$ cat src/sv/lsd_pkg.sv
// ============================================================================
// lsd_pkg: shared types and constants of the lidar scan de-skew unit
// Holds the item kinds, the result status codes and the job word that the
// front end passes to the arithmetic back end.
// ============================================================================
package lsd_pkg;

  // Kind of an input word, carried in tuser.
  typedef enum logic [1:0] {
    FUNC_FRAME = 2'd0,
    FUNC_SEG   = 2'd1,
    FUNC_BEAM  = 2'd2,
    FUNC_NONE  = 2'd3
  } func_e;

  // Result status codes.
  localparam logic [1:0] STAT_OK     = 2'd0;
  localparam logic [1:0] STAT_SAT    = 2'd1;
  localparam logic [1:0] STAT_BEYOND = 2'd2;

  // Width of a segment beam count and of a beam index.
  localparam int unsigned CntW = 13;

  // One beam job, with a snapshot of the poses that it needs.
  typedef struct packed {
    logic                   beyond;
    logic [CntW-1:0]        k;
    logic [CntW-1:0]        d;
    logic signed [23:0]     sx;
    logic signed [23:0]     sy;
    logic signed [15:0]     syaw;
    logic signed [23:0]     ex;
    logic signed [23:0]     ey;
    logic signed [15:0]     eyaw;
    logic signed [23:0]     bx;
    logic signed [23:0]     by;
    logic signed [15:0]     byaw;
    logic [15:0]            rng;
    logic signed [15:0]     bang;
  } job_t;

endpackage

$ cat src/sv/lsd_queue.sv
// ============================================================================
// lsd_queue: two-entry job queue
// Decouples the front end from the back end so that each may stall alone.
// ============================================================================
module lsd_queue (
  input  logic           clk_i,
  input  logic           rst_ni,
  input  logic           push_i,
  output logic           full_o,
  input  lsd_pkg::job_t  job_i,
  output logic           valid_o,
  input  logic           pop_i,
  output lsd_pkg::job_t  job_o,
  output logic [1:0]     level_o
);

  lsd_pkg::job_t mem_q [2];
  logic          wr_q, rd_q;
  logic [1:0]    lvl_q;
  logic          do_push, do_pop;

  assign full_o  = lvl_q == 2'd2;
  assign valid_o = lvl_q != 2'd0;
  assign job_o   = mem_q[rd_q];
  assign level_o = lvl_q;
  assign do_push = push_i && !full_o;
  assign do_pop  = pop_i && valid_o;

  // Storage for the words.
  always_ff @(posedge clk_i) begin
    if (do_push) begin
      mem_q[wr_q] <= job_i;
    end
  end

  // Pointers and fill level.
  always_ff @(posedge clk_i or negedge rst_ni) begin
    if (!rst_ni) begin
      wr_q <= 1'b0; rd_q <= 1'b0; lvl_q <= 2'd0;
    end else begin
      if (do_push) wr_q <= ~wr_q;
      if (do_pop)  rd_q <= ~rd_q;
      if (do_push && !do_pop) begin
        lvl_q <= lvl_q + 2'd1;
      end else if (do_pop && !do_push) begin
        lvl_q <= lvl_q - 2'd1;
      end
    end
  end

endmodule

$ cat config.mk
export PLATFORM = sky130hd
export DESIGN_NAME = lsd_queue
export DESIGN_NICKNAME = d
export VERILOG_FILES = /design/src/sv/lsd_pkg.sv /design/src/sv/lsd_queue.sv
export SDC_FILE = /design/constraint.sdc
export NUM_CORES = 1
export LEC_CHECK = 0
export BUFFER_PORTS_ARGS = -buffer_cell sky130_fd_sc_hd__buf_2
export CAP_MARGIN = 5
export CORE_ASPECT_RATIO = 0.5
export CORE_MARGIN = 4
export CORE_UTILIZATION = 52
export CTS_CLUSTER_DIAMETER = 40
export DETAILED_ROUTE_END_ITERATION = 10
export PLACE_DENSITY = 0.85
export SLEW_MARGIN = 20
export SYNTH_ARGS = -nofsm -noshare
export SYNTH_HDL_FRONTEND = slang
export SYNTH_SLANG_ARGS = --single-unit
$ cat constraint.sdc
create_clock -name clk_i -period 13.4 [get_ports clk_i]
set_input_delay 3.35 -clock clk_i [delete_from_list [all_inputs] [get_ports clk_i]]
set_output_delay 3.35 -clock clk_i [all_outputs]
set_load 0.01 [all_outputs]
==> flow_summary.rst, run 1 <==
.. list-table::
   :header-rows: 1

   * - Metric
     - Value
   * - Buffer levels on the longest clock path
     - 3
   * - Worst slew margin
     - 0.2782
   * - Average detailed-routed wire length per instance
     - 23.40 um
   * - Leak
     - 8.427 nW
   * - Sum of net half-perimeters after detailed placement
     - 30.40 mm
   * - DRC errors left
     - 0
   * - Row Count
     - 48
   * - Post CTS Setup Buffer Count
     - 0
   * - F_max
     - 141.9 MHz
   * - Congestion Overflow GR
     - 0
   * - First-pass GRT wire length
     - 62.99 mm
   * - Port-buffer cells
     - 509
   * - Cell-by-cell listing of the critical path
     - buf_4 > buf_4 > mux2_2 > buf_2
   * - Die footprint
     - 38580 um^2
   * - Instance count of the mapped netlist
     - 800
   * - Setup repair after global routing missed its margin
     - false
   * - Crit path top cell by count
     - buf_4
   * - Sequential element share of the synthesized area
     - 0.8260
   * - DIE HEIGHT
     - 140.9 um
   * - Arrival @ worst endpoint
     - 3.70 ns
   * - Critical path start-end classification
     - reg -> out
   * - Leading area contributor after synthesis
     - edfxtp_1
   * - Syn-to-layout area delta
     - 23.44%
   * - Iter 0 DRT Violations
     - 866
   * - CORE AREA
     - 34650 um^2
   * - Clock edge transition at the registers on the reported setup and hold paths
     - 0.06 ns
   * - IR Drop Worst-Case VDD
     - 148.6 uV
   * - Least setup slack across all paths after layout
     - 6.355 ns
   * - Synth top area share
     - 0.8206
   * - Final instance area
     - 22680 um^2
   * - Top fanout value on the critical path
     - 73
   * - DR vias
     - 9625
   * - Initial antenna violation count
     - 6
   * - Worst skew pair latency
     - 0.54 ns
   * - Total wire length
     - 43.14 mm
   * - Pre-CTS setup slack
     - 6.918 ns
   * - I/O pin count
     - 510
   * - Worst path max stage delay
     - 0.87 ns
   * - Transition time of the tightest slew-check pin
     - 1.083 ns
   * - Flip-flop and latch count after synthesis
     - 506
   * - Maximum number of pins on one net before global-route repair
     - 158
   * - Area of the multi-input gates
     - 2929 um^2
   * - Count of H-tree levels built during CTS
     - 2
   * - Net count of the mapped netlist
     - 1056
   * - Root Driver
     - clkbuf_16
   * - Period minus WS final
     - 7.045 ns
   * - Detail Route Antenna Nets
     - 0
   * - Status
     - completed
   * - Critical Path End Type
     - primary output
   * - CTS Buf Count
     - 44
   * - TritonCTS clock tree
     - built
   * - Initial cell density of the core
     - 0.5301
   * - Final Max Tran Viols
     - 0
   * - Cell types occupying the most area after synthesis
     - edfxtp_1 82%, mux2_2 15%, buf_6 1.3%
   * - Routability Congestion
     - 1.058
   * - Crit path required time
     - 10.05 ns
   * - Sequential cell area
     - 15180 um^2
   * - Total of hold buffers inserted after clock tree synthesis
     - 0
   * - Final hold violation count
     - 0
   * - Per-cell via count in the routed design
     - 5.222
   * - Avg Synthesized Cell Area
     - 22.96 um^2
   * - Period utilization
     - 0.5258
   * - Maximum clock skew at final layout
     - 0.02136 ns
   * - Power Dens Cells
     - 217.6 nW/um^2
   * - Count of maximum capacitance violations
     - 0
   * - Total clock sinks
     - 506
   * - Number of failing setup endpoints in the final timing report
     - 0
   * - Synthesis warning total
     - 0
   * - Hold WC Path Type
     - reg -> reg
   * - Count of instances resized after the clock tree is built
     - 0
   * - GRT Overall Usage
     - 0.2172
   * - Fin Setup TNS
     - 0 ns
   * - Proportion of layout cells with a drive suffix above 1
     - 0.6090
   * - Number of distinct library cells after synthesis
     - 14
   * - Critical Path Source Type
     - flip-flop
   * - Vias in the first global route
     - 10440
   * - Count of fill cells added during filler insertion
     - 2351
   * - Netlist Area Pre-Place
     - 18370 um^2
   * - Width of the die
     - 273.8 um
   * - First-pass DRT Iterations
     - 5
   * - Slowest cell on the critical path
     - dfrtp_4
   * - Placement Cell Area
     - 21330 um^2
   * - Final-stage net count
     - 1592
==> report_power, final <==
part | internal [W] | switching [W]
Clock | 0.000636 | 0.000538
Sequential | 0.00217 | 0.000111
Combinational | 0.000640 | 0.000841
==> per-stage QoR <==
stage	hold slack [ns]	utilization	cells	total power, W
after floorplan	0.4788	-	800	0.003311
after global placement	0.5160	0.6155	1764	0.003738
after detailed placement	0.5135	0.6155	1764	0.003794
after CTS	0.5283	0.6532	1837	0.004973
after global routing	0.5545	0.6544	1843	0.005151
final	0.5335	0.6544	1843	0.004934
==> logic make-up (layout without fill, tap and decap cells) <==
| logic type | count (synthesis) | in the layout | share of synthesized area |
|---|---|---|---|
| flip-flops | 506 | 506 | 0.8260 |
| multiplexers | 251 | 251 | 0.1539 |
| XOR/XNOR | 5 | 5 | 0.002384 |
| buffers and inverters | 30 | 593 | 0.01519 |
| adder cells (fa/ha/maj) | 1 | 1 | 0.0006810 |
| other | 0 | 5 | 0 |
| AND/OR/NAND/NOR | 7 | 7 | 0.001840 |
==> per-layer routing <==
metal  vias to the layer above  part of all wire  global-route usage
met4                         0             0.032             0.06933
met3                        91             0.047             0.03418
met5                         -                 0                   0
met1                      4958              0.35              0.2519
met2                       305              0.57              0.4150
li1                       4271                 -                   -
==> synthesized netlist by cell type <==
cell type / count
nand2b_1: 1
edfxtp_1: 502
dfrtp_1: 4
ha_1: 1
or2_2: 1
xnor2_1: 3
buf_2: 7
mux2_2: 251
nand2_1: 2
inv_1: 2
xor2_1: 2
and3_1: 1
buf_6: 21
nor2_1: 2
==> layout by cell type, fill, tap and decap left out, types with 3 or more instances in the layout <==
master      synthesis  layout
buf_2               7     509
edfxtp_1          502     502
mux2_2            251     251
clkbuf_16           0      45
clkbuf_1            0       9
clkinv_1            0       7
buf_4               0       7
diode_2             0       5
clkinvlp_4          0       5
xnor2_1             3       3
dfrtp_1             4       3
==> final timing paths <==
path	startpoint	to	slack, ns	cells after the start
max	rd_q	job_o[199]	6.35	4
min	level_o[1]	level_o[1]	0.53	1
max reg2reg	level_o[0]	mem_q[0][250]	9.81	5
min reg2reg	level_o[1]	level_o[1]	0.53	1
max in group asynchronous	rst_ni	rd_q	10.63	1
min in group asynchronous	rst_ni	level_o[0]	2.62	1
==> cell type report <==
class                           count  share of cell area
Sequential cell                   506              0.6694
Multi-Input combinational cell    264              0.1292
Timing Repair Buffer              518              0.1168
Clock buffer                       54             0.05115
Tap cell                          475             0.02621
Clock inverter                     19            0.006456
Antenna cell                        5           0.0005518
Inverter                            2           0.0003311
==> state kept, by name, summed over array words and instances (netlist names) <==
name / cells
wr_q: 1
mem_q: 502
level_o: 2
rd_q: 1
==> critical path: cells and delay by family (launching register included) <==
| family | cells | cell delay [ns] |
|---|---|---|
| muxes | 1 | 0.45 |
| DFF | 1 | 0.87 |
| buffers and inverters | 3 | 1.70 |
Note: power is estimated with default switching activity, not from simulation.
==> run 2, diff against run 1 <==
--- a/config.mk
+++ b/config.mk
@@ -9,10 +9,10 @@
 export CAP_MARGIN = 5
 export CORE_ASPECT_RATIO = 0.5
 export CORE_MARGIN = 4
-export CORE_UTILIZATION = 52
+export CORE_UTILIZATION = 47
 export CTS_CLUSTER_DIAMETER = 40
 export DETAILED_ROUTE_END_ITERATION = 10
-export PLACE_DENSITY = 0.85
+export PLACE_DENSITY = 0.82
 export SLEW_MARGIN = 20
 export SYNTH_ARGS = -nofsm -noshare
 export SYNTH_HDL_FRONTEND = slang
==> constraint.sdc (replaced) <==
create_clock -name clk_i -period 6.3 [get_ports clk_i]
set_input_delay 1.575 -clock clk_i [delete_from_list [all_inputs] [get_ports clk_i]]
set_output_delay 1.575 -clock clk_i [all_outputs]
set_load 0.01 [all_outputs]
==> run 2 against run 1 <==
Effect of this change:
- die area rose by 10%
- combinational power up 120%
- first-iteration DRC count shrank 26%
- non-clock buffer count up 2
- final cell count increased by 3.4%
- flip-flop and latch count unchanged
- sequential power up 110%
- clock-buffer cell count did not move
- critical endpoint is now job_o[128]
- largest cell class unchanged
==> flow_summary.rst, run 2 (synthesized netlist as in run 1, its figures left out) <==
.. list-table::
   :header-rows: 1

   * - Metric
     - Value
   * - Status
     - completed (unchanged)
   * - Port-buffer cells
     - 509 (unchanged)
   * - F_max
     - 237.9 MHz
   * - Most common library cell in the layout ignoring fill and taps
     - buf_2 (unchanged)
   * - Start point of the worst hold path
     - level_o[1] (unchanged)
   * - Crit path required time
     - 4.72 ns (was 10.05 ns)
   * - Average detailed-routed wire length per instance
     - 23.35 um (was 23.40 um)
   * - Worst r2r src
     - level_o[0] (unchanged)
   * - First-pass DRT Iterations
     - 5 (unchanged)
   * - Routability Congestion
     - 0.8908 (was 1.058)
   * - Count of maximum capacitance violations
     - 0 (unchanged)
   * - Hold WC Path Type
     - reg -> reg (unchanged)
   * - Post CTS Setup Buffer Count
     - 0 (unchanged)
   * - Clock edge transition at the registers on the reported setup and hold paths
     - 0.07 ns (was 0.06 ns)
   * - Total of hold buffers inserted after clock tree synthesis
     - 0 (unchanged)
   * - Worst hold path depth
     - 1 (unchanged)
   * - Length in cells of the worst reg-to-reg path
     - 5 (unchanged)
   * - Worst skew pair latency
     - 0.54 ns (about the same)
   * - Total wire length
     - 44.50 mm (was 43.14 mm)
   * - Vias in the first global route
     - 10400 (was 10440)
   * - Maximum number of pins on one net before global-route repair
     - 186 (was 158)
   * - Iter 0 DRT Violations
     - 643 (was 866)
   * - DRC errors left
     - 0 (unchanged)
   * - Row Count
     - 50 (was 48)
   * - Initial cell density of the core
     - 0.4838 (was 0.5301)
   * - Max reg flops
     - 502 (unchanged)
   * - Critical Path End Type
     - primary output (unchanged)
   * - Critical Path Source Type
     - flip-flop (unchanged)
   * - TritonCTS clock tree
     - built (unchanged)
   * - Period minus WS final
     - 4.203 ns
   * - Die footprint
     - 42500 um^2 (was 38580 um^2)
   * - Period utilization
     - 0.6671
   * - Width of the die
     - 287.6 um (was 273.8 um)
   * - Number of failing setup endpoints in the final timing report
     - 0 (unchanged)
   * - Arrival @ worst endpoint
     - 2.63 ns (was 3.70 ns)
   * - Worst slew margin
     - 0.4791 (was 0.2782)
   * - Power Dens Cells
     - 463.5 nW/um^2 (was 217.6 nW/um^2)
   * - Buffer levels on the longest clock path
     - 3 (unchanged)
   * - Least setup slack across all paths after layout
     - 2.097 ns (was 6.355 ns)
   * - I/O pin count
     - 510 (unchanged)
   * - Detail Route Antenna Nets
     - 0 (unchanged)
   * - DIE HEIGHT
     - 147.8 um (was 140.9 um)
   * - IR Drop Worst-Case VDD
     - 271.7 uV (was 148.6 uV)
   * - Final-stage net count
     - 1595 (was 1592)
   * - Initial antenna violation count
     - 15 (was 6)
   * - Maximum clock skew at final layout
     - 0.01188 ns (was 0.02136 ns)
   * - CTS Buf Count
     - 45 (was 44)
   * - Transition time of the tightest slew-check pin
     - 0.7814 ns (was 1.083 ns)
   * - Per-cell via count in the routed design
     - 5.086 (was 5.222)
   * - CORE AREA
     - 37970 um^2 (was 34650 um^2)
   * - Sum of net half-perimeters after detailed placement
     - 31.15 mm (was 30.40 mm)
   * - Setup repair after global routing missed its margin
     - false (unchanged)
   * - Root Driver
     - clkbuf_16 (unchanged)
   * - Pre-CTS setup slack
     - 2.687 ns (was 6.918 ns)
   * - Fin Setup TNS
     - 0 ns (unchanged)
   * - Top fanout value on the critical path
     - 91 (was 73)
   * - Final Max Tran Viols
     - 0 (unchanged)
   * - Count of instances resized after the clock tree is built
     - 0 (unchanged)
   * - Final hold violation count
     - 0 (unchanged)
   * - Endpoint, Worst Hold
     - level_o[1] (unchanged)
   * - GRT Overall Usage
     - 0.1996 (was 0.2172)
   * - Count of H-tree levels built during CTS
     - 2 (unchanged)
   * - DR vias
     - 9693 (was 9625)
   * - Leak
     - 8.501 nW (was 8.427 nW)
   * - Syn-to-layout area delta
     - 24.44% (was 23.44%)
   * - Congestion Overflow GR
     - 0 (unchanged)
   * - Register containing the most flip-flops in the final layout
     - mem_q (unchanged)
   * - Proportion of layout cells with a drive suffix above 1
     - 0.6111 (was 0.6090)
   * - Total clock sinks
     - 506 (unchanged)
   * - First-pass GRT wire length
     - 63.49 mm (was 62.99 mm)
   * - R2r endpoint
     - mem_q[0][208] (was mem_q[0][250])
   * - Critical path start-end classification
     - reg -> out (unchanged)
   * - Commonest cells after routing, fill and taps aside
     - 509 x buf_2, 502 x edfxtp_1, 251 x mux2_2 (unchanged)
   * - Register-to-register setup slack
     - 3.85 ns (was 9.81 ns)
-- run 2: cell types whose count changed in the layout (fill, tap and decap cells not counted), moves of 2 or more --
cell | previous run | this run
buf_12 | 1 | 5
buf_4 | 7 | 5
clkinv_2 | 2 | 10
clkinvlp_4 | 5 | 1
diode_2 | 5 | 13
inv_6 | 1 | 4
-- run 2: cell type report --
class	count	area (um^2)
clock buffers	54	1160
well taps	520	650.6
flip-flops and latches	506	15180
multi-input cells	264	2929
clock inverters	27	188.9
fillers	2757	15110
inverters	2	7.507
diodes	13	32.53
repair buffers	520	2713
-- run 2: metal layers --
metal	global-route usage	routed length, um	share of wire	vias to the layer above
met1	0.2148	15140	0.34	4926
li1	-	-	-	4312
met3	0.04129	2370	0.053	121
met2	0.3813	25120	0.56	330
met5	0	27	0.00061	-
met4	0.08478	1840	0.041	4
-- run 2: power by group --
part / switching (W) / leakage, nW / total (W) / internal, W
clock: 0.00119 / 0.666 / 0.00256 / 0.00137
combinational: 0.00180 / 3.13 / 0.00320 / 0.00139
sequential: 0.000241 / 4.71 / 0.00484 / 0.00460
-- run 2: worst max-delay path by stage --
stage,startpoint,to,cells after the start
CTS,rd_q,job_o[128],3
global placement,rd_q,job_o[128],3
global route,rd_q,job_o[128],3
floorplan,push_i,mem_q[0][0],2
finish,rd_q,job_o[128],3
detailed placement,rd_q,job_o[128],3
-- run 2: through the flow --
stage / cell area, um^2 / power (W) / hold WS, ns / util / cells
final: 22860 / 0.01060 / 0.5744 / 0.6020 / 1906
after global routing: 22860 / 0.01106 / 0.5726 / 0.6019 / 1905
after CTS: 22800 / 0.01070 / 0.5585 / 0.6004 / 1892
after detailed placement: 21450 / 0.008122 / 0.5487 / 0.5649 / 1811
after global placement: 21450 / 0.007988 / 0.4973 / 0.5649 / 1811
after floorplan: 18380 / 0.006931 / 0.5136 / - / 800
-- run 2: critical path, cell delays in order, from the launching register on --
cell     delay, ns
dfrtp_4       0.93
buf_12        0.47
mux2_2        0.43
buf_2         0.15
