==> src/sv/lsd_pkg.sv <==
// ============================================================================
// lsd_pkg: shared types and constants of the lidar scan de-skew unit
// Holds the item kinds, the result status codes and the job word that the
// front end passes to the arithmetic back end.
// ============================================================================
package lsd_pkg;

  // Kind of an input word, carried in tuser.
  typedef enum logic [1:0] {
    FUNC_FRAME = 2'd0,
    FUNC_SEG   = 2'd1,
    FUNC_BEAM  = 2'd2,
    FUNC_NONE  = 2'd3
  } func_e;

  // Result status codes.
  localparam logic [1:0] STAT_OK     = 2'd0;
  localparam logic [1:0] STAT_SAT    = 2'd1;
  localparam logic [1:0] STAT_BEYOND = 2'd2;

  // Width of a segment beam count and of a beam index.
  localparam int unsigned CntW = 13;

  // One beam job, with a snapshot of the poses that it needs.
  typedef struct packed {
    logic                   beyond;
    logic [CntW-1:0]        k;
    logic [CntW-1:0]        d;
    logic signed [23:0]     sx;
    logic signed [23:0]     sy;
    logic signed [15:0]     syaw;
    logic signed [23:0]     ex;
    logic signed [23:0]     ey;
    logic signed [15:0]     eyaw;
    logic signed [23:0]     bx;
    logic signed [23:0]     by;
    logic signed [15:0]     byaw;
    logic [15:0]            rng;
    logic signed [15:0]     bang;
  } job_t;

endpackage

==> src/sv/lsd_front.sv <==
// ============================================================================
// lsd_front: input word decoder and pose state
// Accepts input words, keeps the base and segment poses and the beam index,
// and turns each beam word into a self-contained job for the back end.
// ============================================================================
module lsd_front #(
  parameter int MAX_SEG_BEAMS = 4096
) (
  input  logic                     clk_i,
  input  logic                     rst_ni,
  input  logic                     in_valid_i,
  output logic                     in_ready_o,
  input  lsd_pkg::func_e           func_i,
  input  logic signed [23:0]       pose_x_i,
  input  logic signed [23:0]       pose_y_i,
  input  logic signed [15:0]       pose_yaw_i,
  input  logic [12:0]              seg_beams_i,
  input  logic [15:0]              beam_range_i,
  input  logic signed [15:0]       beam_angle_i,
  output logic                     job_valid_o,
  input  logic                     job_ready_i,
  output lsd_pkg::job_t            job_o
);

  localparam int MaxN = (MAX_SEG_BEAMS > 8191) ? 8191 : MAX_SEG_BEAMS;
  localparam logic [12:0] MaxNV = 13'(MaxN);

  logic signed [23:0] base_x_q, base_y_q, st_x_q, st_y_q, en_x_q, en_y_q;
  logic signed [15:0] base_hdg_q, st_yaw_q, en_yaw_q;
  logic [12:0]        cnt_q, step_q, n_clamped;
  logic [13:0]        k_wide;
  logic               accept, beyond;

  // A word is taken only when the job queue has room.
  assign in_ready_o = job_ready_i;
  assign accept     = in_valid_i && job_ready_i;

  assign k_wide = {1'b0, step_q} + 14'd1;
  assign beyond = k_wide >= {1'b0, cnt_q};

  always_comb begin
    n_clamped = seg_beams_i;
    if (seg_beams_i < 13'd2) begin
      n_clamped = 13'd2;
    end else if (seg_beams_i > MaxNV) begin
      n_clamped = MaxNV;
    end
  end

  // Beam jobs carry the pose snapshot; frame and segment words only change state.
  assign job_valid_o = in_valid_i && (func_i == lsd_pkg::FUNC_BEAM);
  always_comb begin
    job_o.beyond = beyond;
    job_o.k      = k_wide[12:0];
    job_o.d      = cnt_q - 13'd1;
    job_o.sx     = st_x_q;
    job_o.sy     = st_y_q;
    job_o.syaw   = st_yaw_q;
    job_o.ex     = en_x_q;
    job_o.ey     = en_y_q;
    job_o.eyaw   = en_yaw_q;
    job_o.bx     = base_x_q;
    job_o.by     = base_y_q;
    job_o.byaw   = base_hdg_q;
    job_o.rng    = beam_range_i;
    job_o.bang   = beam_angle_i;
  end

  // Pose and counter state.
  always_ff @(posedge clk_i or negedge rst_ni) begin
    if (!rst_ni) begin
      base_x_q <= '0; base_y_q <= '0; base_hdg_q <= '0;
      st_x_q <= '0; st_y_q <= '0; st_yaw_q <= '0;
      en_x_q <= '0; en_y_q <= '0; en_yaw_q <= '0;
      cnt_q <= 13'd2;
      step_q <= '0;
    end else if (accept) begin
      case (func_i)
        lsd_pkg::FUNC_FRAME: begin
          base_x_q <= pose_x_i; base_y_q <= pose_y_i; base_hdg_q <= pose_yaw_i;
          st_x_q <= pose_x_i; st_y_q <= pose_y_i; st_yaw_q <= pose_yaw_i;
          en_x_q <= pose_x_i; en_y_q <= pose_y_i; en_yaw_q <= pose_yaw_i;
          cnt_q <= 13'd2;
          step_q <= '0;
        end
        lsd_pkg::FUNC_SEG: begin
          st_x_q <= en_x_q; st_y_q <= en_y_q; st_yaw_q <= en_yaw_q;
          en_x_q <= pose_x_i; en_y_q <= pose_y_i; en_yaw_q <= pose_yaw_i;
          cnt_q <= n_clamped;
          step_q <= '0;
        end
        lsd_pkg::FUNC_BEAM: begin
          if (!beyond) begin
            step_q <= k_wide[12:0];
          end
        end
        default: begin
        end
      endcase
    end
  end

endmodule

==> config.mk <==
export PLATFORM = sky130hd
export DESIGN_NAME = lsd_front
export DESIGN_NICKNAME = d
export VERILOG_FILES = /design/src/sv/lsd_pkg.sv /design/src/sv/lsd_front.sv
export SDC_FILE = /design/constraint.sdc
export NUM_CORES = 1
export LEC_CHECK = 0
export BUFFER_PORTS_ARGS = -buffer_cell sky130_fd_sc_hd__buf_2
export CAP_MARGIN = 25
export CORE_ASPECT_RATIO = 0.6
export CORE_MARGIN = 2
export CORE_UTILIZATION = 35
export CTS_CLUSTER_DIAMETER = 50
export CTS_CLUSTER_SIZE = 25
export DETAILED_ROUTE_END_ITERATION = 10
export PLACE_DENSITY = 0.63
export RECOVER_POWER = 50
export SETUP_SLACK_MARGIN = 0.5
export SLEW_MARGIN = 20
export SYNTH_ARGS = -nofsm -noshare
export SYNTH_HDL_FRONTEND = slang
export SYNTH_SLANG_ARGS = --single-unit
==> constraint.sdc <==
create_clock -name clk_i -period 7.99 [get_ports clk_i]
set_input_delay 0.799 -clock clk_i [delete_from_list [all_inputs] [get_ports clk_i]]
set_output_delay 0.799 -clock clk_i [all_outputs]
set_load 0.02 [all_outputs]
==> impl_summary.txt, run 1 <==
----------------------------------------------------
[Place]
  Number of buffer cells added on primary ports ... 303
  RD Place Congestion ... 0.8676
  Placed instance count ... 1,539
  Half-perimeter wire length after detailed placement ... 18,540 um

[Clocking]
  Maximum count of clock buffers along a single path ... 3
  H-tree depth ... 1
  Post-CTS Setup Inserts ... 0
  Number of buffers added to fix hold violations after cts ... 0
  Sink Count ... 218
  TritonCTS clock tree ... done
  Cell at the root of the clock tree ... sky130_fd_sc_hd__clkbuf_16
  CTS buffer count ... 21
  Post-CTS resize count ... 0
  Clock insertion delay at the later pin of the skew report ... 530 ps
  Clock-pin slew on the worst setup and hold paths ... 90 ps

[Yosys]
  Share of flip-flops with an asynchronous set or reset after synthesis ... 1.000
  Post-synth EDFFs ... 0
  Post-Synthesis Net Count ... 1,072
  Number of different library cells in the post-synthesis netlist ... 47
  Total of warnings raised by yosys ... 0
  Syn Area/Cell ... 10.42 um2
  Top_reg_cell synth ... sky130_fd_sc_hd__dfrtp_1
  Register bit count reported by yosys ... 218
  Number of cells produced by synthesis ... 942
  Area of the mapped netlist ... 0.009814 mm2
  Register area share after synthesis ... 0.5560

[Route]
  DRC violation total after the first TritonRoute iteration ... 554
  Detailed Routing Iterations Pass 1 ... 5
  Post-route antenna net violation count ... 0
  DRC violations left ... 0
  Vias per inst ... 4.808
  Final routed wire length divided by cell count ... 16.80 um
  Total number of vias ... 7,583
  Overall routed net length ... 26,500 um

[Die]
  Core Footprint ... 0.02758 mm2
  Horizontal die dimension ... 220.2 um
  I/O pin cnt ... 368
  Floorplan die area ... 0.02944 mm2
  Height of the chip ... 133.7 um
  Initial Util ... 0.3558
  Standard-cell rows ... 47

[Setup path]
  CP bufs+invs ... 2
  Category of the critical setup timing path ... input pin to async pin
  Worst EP arrival ... 5350 ps
  Startpoint Class ... input pin
  Worst path slowest cell ... sky130_fd_sc_hd__clkbuf_1
  CP endpoint kind ... async pin
  Cell breakdown of the critical path ... clkbuf_1 -> buf_4
  Cell family with most CP delay ... buffers and inverters
  Critical Path Max Stage Delay ... 3380 ps
  WP data required ... 8520 ps
  Largest fanout on the critical path ... 89

[Power]
  P per Cell Area ... 275.1 mW/mm2
  Leakage ... 0.006075 uW
  Max IR drop VDD ... 0.1478 mV

[STA]
  Setup repair after global routing missed its margin ... false
  Max-slew violation total from the final report ... 146
  Transition at the pin with the smallest max-transition slack ... 4892 ps
  Worst slew margin relative to its limit ... -2.261
  Endpoints failing hold ... 0
  Final period demand of the worst path ... 4819 ps
  Period utilisation layout ... 0.6031
  Post-Route Skew ... 15.64 ps
  Highest attainable clock frequency ... 207.5 MHz
  Setup_tns ... 0 ps
  Final Setup Violations ... 0

[Status]
  Violations in the final reports ... capacitance limit, slew limit
  Status ... complete, but fails checks

[Global routing]
  First-pass GRT wire length ... 41,600 um
  Initial antenna violation count ... 0
  Number of global-route vias before repair ... 7,422
  Final global-route overflow total ... 0
  Overall routing resource usage ... 0.1777
  Largest net degree at the start of global routing ... 90

[Finish]
  Layout overhead on the synthesized area ... 22.34%
  Final Net Count ... 1,325
  Final design utilization ... 0.4353
  Non-Filler Instances ... 1,577
  Number of inserted diodes ... 0
  Layout cell share with drive strength beyond 1 ... 0.2603

[Worst hold path]
  Kind of path behind the tightest hold check ... input pin to flop

[Run]
  Max Cap Viol ... 2

----------------------------------------------------
## flip-flops by register name (all words and copies together), names as in the netlist, 16 cells and up
| name | count |
|---|---|
| base_x_q | 24 |
| base_y_q | 24 |
| en_x_q | 24 |
| en_y_q | 24 |
| st_x_q | 24 |
| st_y_q | 24 |
| base_hdg_q | 16 |
| en_yaw_q | 16 |
| st_yaw_q | 16 |
## placed cells by master (no fill, tap or decap), drive strengths merged, types with 5 or more instances in the layout
cell    count
dfrtp     217
inv        28
nor3        7
nand2     289
nand3      12
a21o        8
a22o        5
clkbuf    122
nand4       6
nand2b      9
xnor2      13
buf       209
mux2       65
nor4        9
a21oi      12
ha         15
nor2       10
mux2i      64
o21ai      80
## Yosys cell counts, types with 10 or more instances
library cell | n | area [um2]
sky130_fd_sc_hd__inv_1 | 17 | 63.81
sky130_fd_sc_hd__nand2_1 | 289 | 1085
sky130_fd_sc_hd__o21ai_1 | 17 | 85.08
sky130_fd_sc_hd__mux2i_1 | 64 | 640.6
sky130_fd_sc_hd__clkbuf_1 | 30 | 112.6
sky130_fd_sc_hd__nand3_1 | 12 | 60.06
sky130_fd_sc_hd__buf_4 | 35 | 262.8
sky130_fd_sc_hd__xnor2_1 | 13 | 113.9
sky130_fd_sc_hd__ha_1 | 15 | 187.7
sky130_fd_sc_hd__mux2_2 | 54 | 608.1
sky130_fd_sc_hd__buf_2 | 13 | 65.06
sky130_fd_sc_hd__a21oi_1 | 10 | 50.05
sky130_fd_sc_hd__mux2_1 | 11 | 123.9
sky130_fd_sc_hd__dfrtp_1 | 217 | 5430
sky130_fd_sc_hd__o21ai_0 | 62 | 310.3
## cells by family (layout without fill, tap and decap cells)
family,Yosys count,in the layout,share of synthesized area
multiplexers,129,129,0.1399
AND/OR/NAND/NOR,355,355,0.1536
buffers and inverters,98,366,0.05329
adder cells (fa/ha/maj),15,15,0.01912
XOR/XNOR,16,16,0.01428
AO/OA/AOI/OAI,111,111,0.06387
flip-flops,218,218,0.5560
## path summary, 6_finish.rpt
path                                             start                          to  slack, ps  depth (start not counted)
worst max-delay path                            rst_ni       step_q[5]$_DFFE_PN0P_       3170                          2
worst min register to register  st_x_q[15]$_DFFE_PN0P_      st_x_q[15]$_DFFE_PN0P_        480                          2
min in group asynchronous                       rst_ni  base_hdg_q[10]$_DFFE_PN0P_       2040                          1
max in group clk_i               step_q[0]$_DFFE_PN0P_                  job_o[250]       3850                         10
worst max register to register   step_q[0]$_DFFE_PN0P_       step_q[0]$_DFFE_PN0P_       4570                         11
worst min-delay path                       pose_y_i[0]       en_y_q[0]$_DFFE_PN0P_        480                          3
## per-stage QoR
| step | total power, uW | cell area (um2) | hold WS [ps] | setup WS, ps |
|---|---|---|---|---|
| 2_1_floorplan | 1967 | 9814 | 484.8 | 4570 |
| 3_3_place_gp | 2287 | 11420 | 458.1 | 4625 |
| 3_5_place_dp | 2308 | 11420 | 468.5 | 4461 |
| 4_1_cts | 3381 | 12160 | 294.0 | 3889 |
| 5_1_grt | 3493 | 12010 | 478.9 | 2063 |
| 6_report | 3303 | 12010 | 479.2 | 3171 |
## worst register-to-register path, delay by kind of cell (launching register included)
| family | cells | cell delay [ps] |
|---|---|---|
| multiplexers | 1 | 310 |
| adder cells (fa/ha/maj) | 2 | 540 |
| flip-flops | 1 | 470 |
| AO/OA/AOI/OAI | 3 | 600 |
| XOR/XNOR | 1 | 260 |
| AND/OR/NAND/NOR | 4 | 1110 |
## report_power, final
group | total [uW] | internal, uW | switching (uW) | leakage, uW
Sequential | 1420 | 1300 | 121 | 0.00273
Combinational | 831 | 272 | 558 | 0.00299
Clock | 1050 | 551 | 503 | 0.000352
## layer usage
metal	up-vias	GRT usage	part of all wire	routed length [um]
met3	29	0.06484	0.092	2443
met5	-	0	0	0
met2	269	0.2647	0.43	11360
met1	3665	0.2504	0.46	12300
met4	0	0.03020	0.015	388
li1	3620	-	-	-
## final cells by class
cell class,instances,area [um2]
Tap cell,367,459.2
Timing Repair Buffer,310,1445
Multi-Input combinational cell,626,3842
Clock buffer,21,525.5
Clock inverter,17,210.2
Inverter,18,67.56
Fill cell,2706,15570
Sequential cell,218,5456
Power figures use the tool's default switching activity.
==> run 2: changes to the inputs <==
- ABC_AREA: not set -> 1
- PLACE_DENSITY: 0.63 -> 0.65
- clock period: 7.99 -> 3.9 ns (I/O delays scaled with it)
==> run 2 against run 1 <==
The flow still finishes with violations (capacitance limit, slew limit). Global-route usage increased by 1.9 points. Hold slack got worse by 370 ps. Clock skew decreased by 1.6 ps. Die area grew 2.2%. Clock-buffer cell count increased by 2. Sequential share of layout area barely moved. First-iteration DRC count grew 12%. Cell count grew 11%. Largest cell class unchanged.
==> impl_summary.txt, run 2 <==
----------------------------------------------------
[STA]
  Period utilisation layout ... 0.8299
  Endpoints failing hold ... 0
  Setup_tns ... 0 ps
  Setup repair after global routing missed its margin ... false
  Final period demand of the worst path ... 3236 ps
  Final Setup Violations ... 0
  Transition at the pin with the smallest max-transition slack ... 2261 ps
  Max-slew violation total from the final report ... 146
  Worst Setup Slack, final ... 663.5 ps
  Highest attainable clock frequency ... 309.0 MHz
  Post-Route Skew ... 14.05 ps
  Worst slew margin relative to its limit ... -0.5074

[Clocking]
  Cell at the root of the clock tree ... sky130_fd_sc_hd__clkbuf_16
  TritonCTS clock tree ... done
  Sink Count ... 218
  Maximum count of clock buffers along a single path ... 3
  H-tree depth ... 1
  Clock insertion delay at the later pin of the skew report ... 510 ps
  Clock-pin slew on the worst setup and hold paths ... 80 ps
  CTS buffer count ... 21

[Yosys]
  Post-synthesis cell type with the largest combined area ... sky130_fd_sc_hd__dfrtp_1
  Number of different library cells in the post-synthesis netlist ... 34
  Post-Synthesis Net Count ... 1,254
  Total of warnings raised by yosys ... 0
  Cell with the most instances after synthesis ... sky130_fd_sc_hd__dfrtp_1
  Dominant combinational cell family by area after synthesis ... simple AND/OR/NAND/NOR gates
  Most frequent cells after synthesis ... 217 x sky130_fd_sc_hd__dfrtp_1, 211 x sky130_fd_sc_hd__nor2_1, 177 x sky130_fd_sc_hd__nand2_1, 90 x sky130_fd_sc_hd__o21ai_1, 82 x sky130_fd_sc_hd__inv_1
  Syn Area/Cell ... 8.932 um2
  Share of the synthesized area in compound gates (AO/OA/AOI/OAI) ... 0.1319
  Register bit count reported by yosys ... 218
  Area of the mapped netlist ... 0.01004 mm2
  Simple-gate area share of the yosys netlist ... 0.1947
  Post-synth EDFFs ... 0
  Parity-gate share of the synthesized area counting xor and xnor cells ... 0.01483
  Top_reg_cell synth ... sky130_fd_sc_hd__dfrtp_1
  Number of cells produced by synthesis ... 1,124
  Register area share after synthesis ... 0.5435
  Mux share of post-synthesis cell area ... 0
  Share of flip-flops with an asynchronous set or reset after synthesis ... 1.000
  Cell types occupying the most area after synthesis ... sky130_fd_sc_hd__dfrtp_1 54%, sky130_fd_sc_hd__nor2_1 7.9%, sky130_fd_sc_hd__nand2_1 6.6%
  Proportion of netlist area held by the largest area contributor ... 0.5409
  Adder and majority gate portion of the synthesized area ... 0.01869

[Setup path]
  Largest fanout on the critical path ... 113
  Critical Path Max Stage Delay ... 1710 ps
  WP data required ... 4290 ps
  Category of the critical setup timing path ... input pin to flop
  Most Frequent Cell on Critical Path ... sky130_fd_sc_hd__nand2_1
  Cell family with most CP delay ... buffers and inverters
  CP endpoint kind ... flop
  Startpoint Class ... input pin
  Cell breakdown of the critical path ... buf_2 -> nor2_1 -> inv_6 -> clkbuf_2 -> nand2_2 -> nand2_1 -> nand2_1
  Worst path slowest cell ... sky130_fd_sc_hd__clkbuf_2
  Worst EP arrival ... 3620 ps
  CP bufs+invs ... 3

[Status]
  Violations in the final reports ... capacitance limit, slew limit
  Status ... complete, but fails checks

[Die]
  Core Footprint ... 0.02787 mm2
  Standard-cell rows ... 47
  Floorplan die area ... 0.03010 mm2
  Horizontal die dimension ... 222.7 um
  Height of the chip ... 135.2 um
  Initial Util ... 0.3602
  I/O pin cnt ... 368

[Place]
  Setup Slack @ Placement ... 1089 ps
  Half-perimeter wire length after detailed placement ... 20,650 um
  RD Place Congestion ... 0.9119
  Number of buffer cells added on primary ports ... 303

[Finish]
  Highest-count cells in the layout ignoring fill and taps ... 215 x sky130_fd_sc_hd__dfrtp_1, 212 x sky130_fd_sc_hd__nor2_1, 177 x sky130_fd_sc_hd__nand2_1
  Commonest non-fill, non-tap cell in the layout ... sky130_fd_sc_hd__dfrtp_1
  Final Net Count ... 1,498
  Layout cell share with drive strength beyond 1 ... 0.1692
  Layout overhead on the synthesized area ... 19.59%

[Power]
  Overall power ... 6653 uW
  Max IR drop VDD ... 0.2979 mV
  P per Cell Area ... 554.1 mW/mm2
  Leakage ... 0.005746 uW

[Global routing]
  Number of global-route vias before repair ... 8,378
  Largest net degree at the start of global routing ... 114
  Final global-route overflow total ... 0
  Overall routing resource usage ... 0.1969
  First-pass GRT wire length ... 47,280 um
  Initial antenna violation count ... 3

[Route]
  Vias per inst ... 4.881
  Final routed wire length divided by cell count ... 17.00 um
  DRC violations left ... 0
  Detailed Routing Iterations Pass 1 ... 5
  DRC violation total after the first TritonRoute iteration ... 619
  Overall routed net length ... 29,780 um
  Post-route antenna net violation count ... 0
  Total number of vias ... 8,552

[Worst hold path]
  Kind of path behind the tightest hold check ... input pin to flop

[Run]
  Max Cap Viol ... 2

----------------------------------------------------
==> run 2: metal layers <==
layer  global-route usage  vias to the layer above  wire (um)
met2               0.2953                      325      13050
li1                     -                     4097          -
met4              0.03579                        2        399
met3              0.06484                       30       2541
met1               0.2801                     4098      13780
met5                    0                        -         11
==> run 2: final cells by class <==
cell class                 instances  area [um2]
fill                            2863       15870
sequential                       218        5459
multi-input combinational        725        3610
timing repair buffer             316        1426
clock buffer                      23       543.0
tap                              367       459.2
inverter                          86       327.8
clock inverter                    15       176.4
antenna                            2       5.005
==> run 2: final timing paths <==
| path | from | end | slack [ps] | cells after the start |
|---|---|---|---|---|
| max in group asynchronous | rst_ni | en_yaw_q[10]$_DFFE_PN0P_ | 2080 | 3 |
| min in group asynchronous | rst_ni | base_y_q[11]$_DFFE_PN0P_ | 560 | 2 |
| min reg2reg | st_y_q[4]$_DFFE_PN0P_ | st_y_q[4]$_DFFE_PN0P_ | 490 | 2 |
| max | func_i[1] | step_q[1]$_DFFE_PN0P_ | 660 | 7 |
| max reg2reg | step_q[0]$_DFFE_PN0P_ | step_q[1]$_DFFE_PN0P_ | 1090 | 14 |
| min | pose_x_i[23] | en_x_q[23]$_DFFE_PN0P_ | 110 | 3 |
==> run 2: kinds of logic (layout without fill, tap and decap cells) <==
family | after synthesis | after routing
fa+ha+maj | 15 | 15
other cells | 0 | 2
compound gates | 224 | 224
buf+inv | 181 | 440
xor+xnor | 17 | 17
simple gates | 469 | 469
flops | 218 | 218
==> run 2: worst reg2reg max path, stage by stage (launching register included) <==
cell                      delay (ps)
sky130_fd_sc_hd__dfrtp_2         430
sky130_fd_sc_hd__ha_2            240
sky130_fd_sc_hd__nand2_1         100
sky130_fd_sc_hd__inv_2           110
sky130_fd_sc_hd__nand4_1         110
sky130_fd_sc_hd__xor2_1          190
sky130_fd_sc_hd__inv_1           100
sky130_fd_sc_hd__ha_1            330
sky130_fd_sc_hd__nand3_1         110
sky130_fd_sc_hd__nor3_1          160
sky130_fd_sc_hd__nand2_1         130
sky130_fd_sc_hd__nand4_4         210
sky130_fd_sc_hd__nand2_2         210
sky130_fd_sc_hd__nand2_1         190
sky130_fd_sc_hd__nand2_1          60
==> run 2: metrics by stage <==
stage	area (um2)	util	std cells	hold slack (ps)
global placement	11490	0.4123	1710	465.8
finish	12010	0.4307	1752	111.3
floorplan	10040	-	1124	94.41
CTS	12220	0.4385	1749	80.20
detailed placement	11490	0.4123	1710	473.4
global route	12000	0.4306	1751	123.6
==> run 2: what timing repair did <==
item	in CTS	in global routing
gates resized for setup	0	4
endpoints found under the hold margin	4	0
setup endpoints to repair	0	1
hold buffers	1	0
buffers inserted	0	1
==> run 2: where the power goes <==
| part | internal (uW) | switching (uW) |
|---|---|---|
| clock | 1080 | 1030 |
| combinational | 481 | 1170 |
| sequential | 2640 | 248 |
| total | 4210 | 2450 |
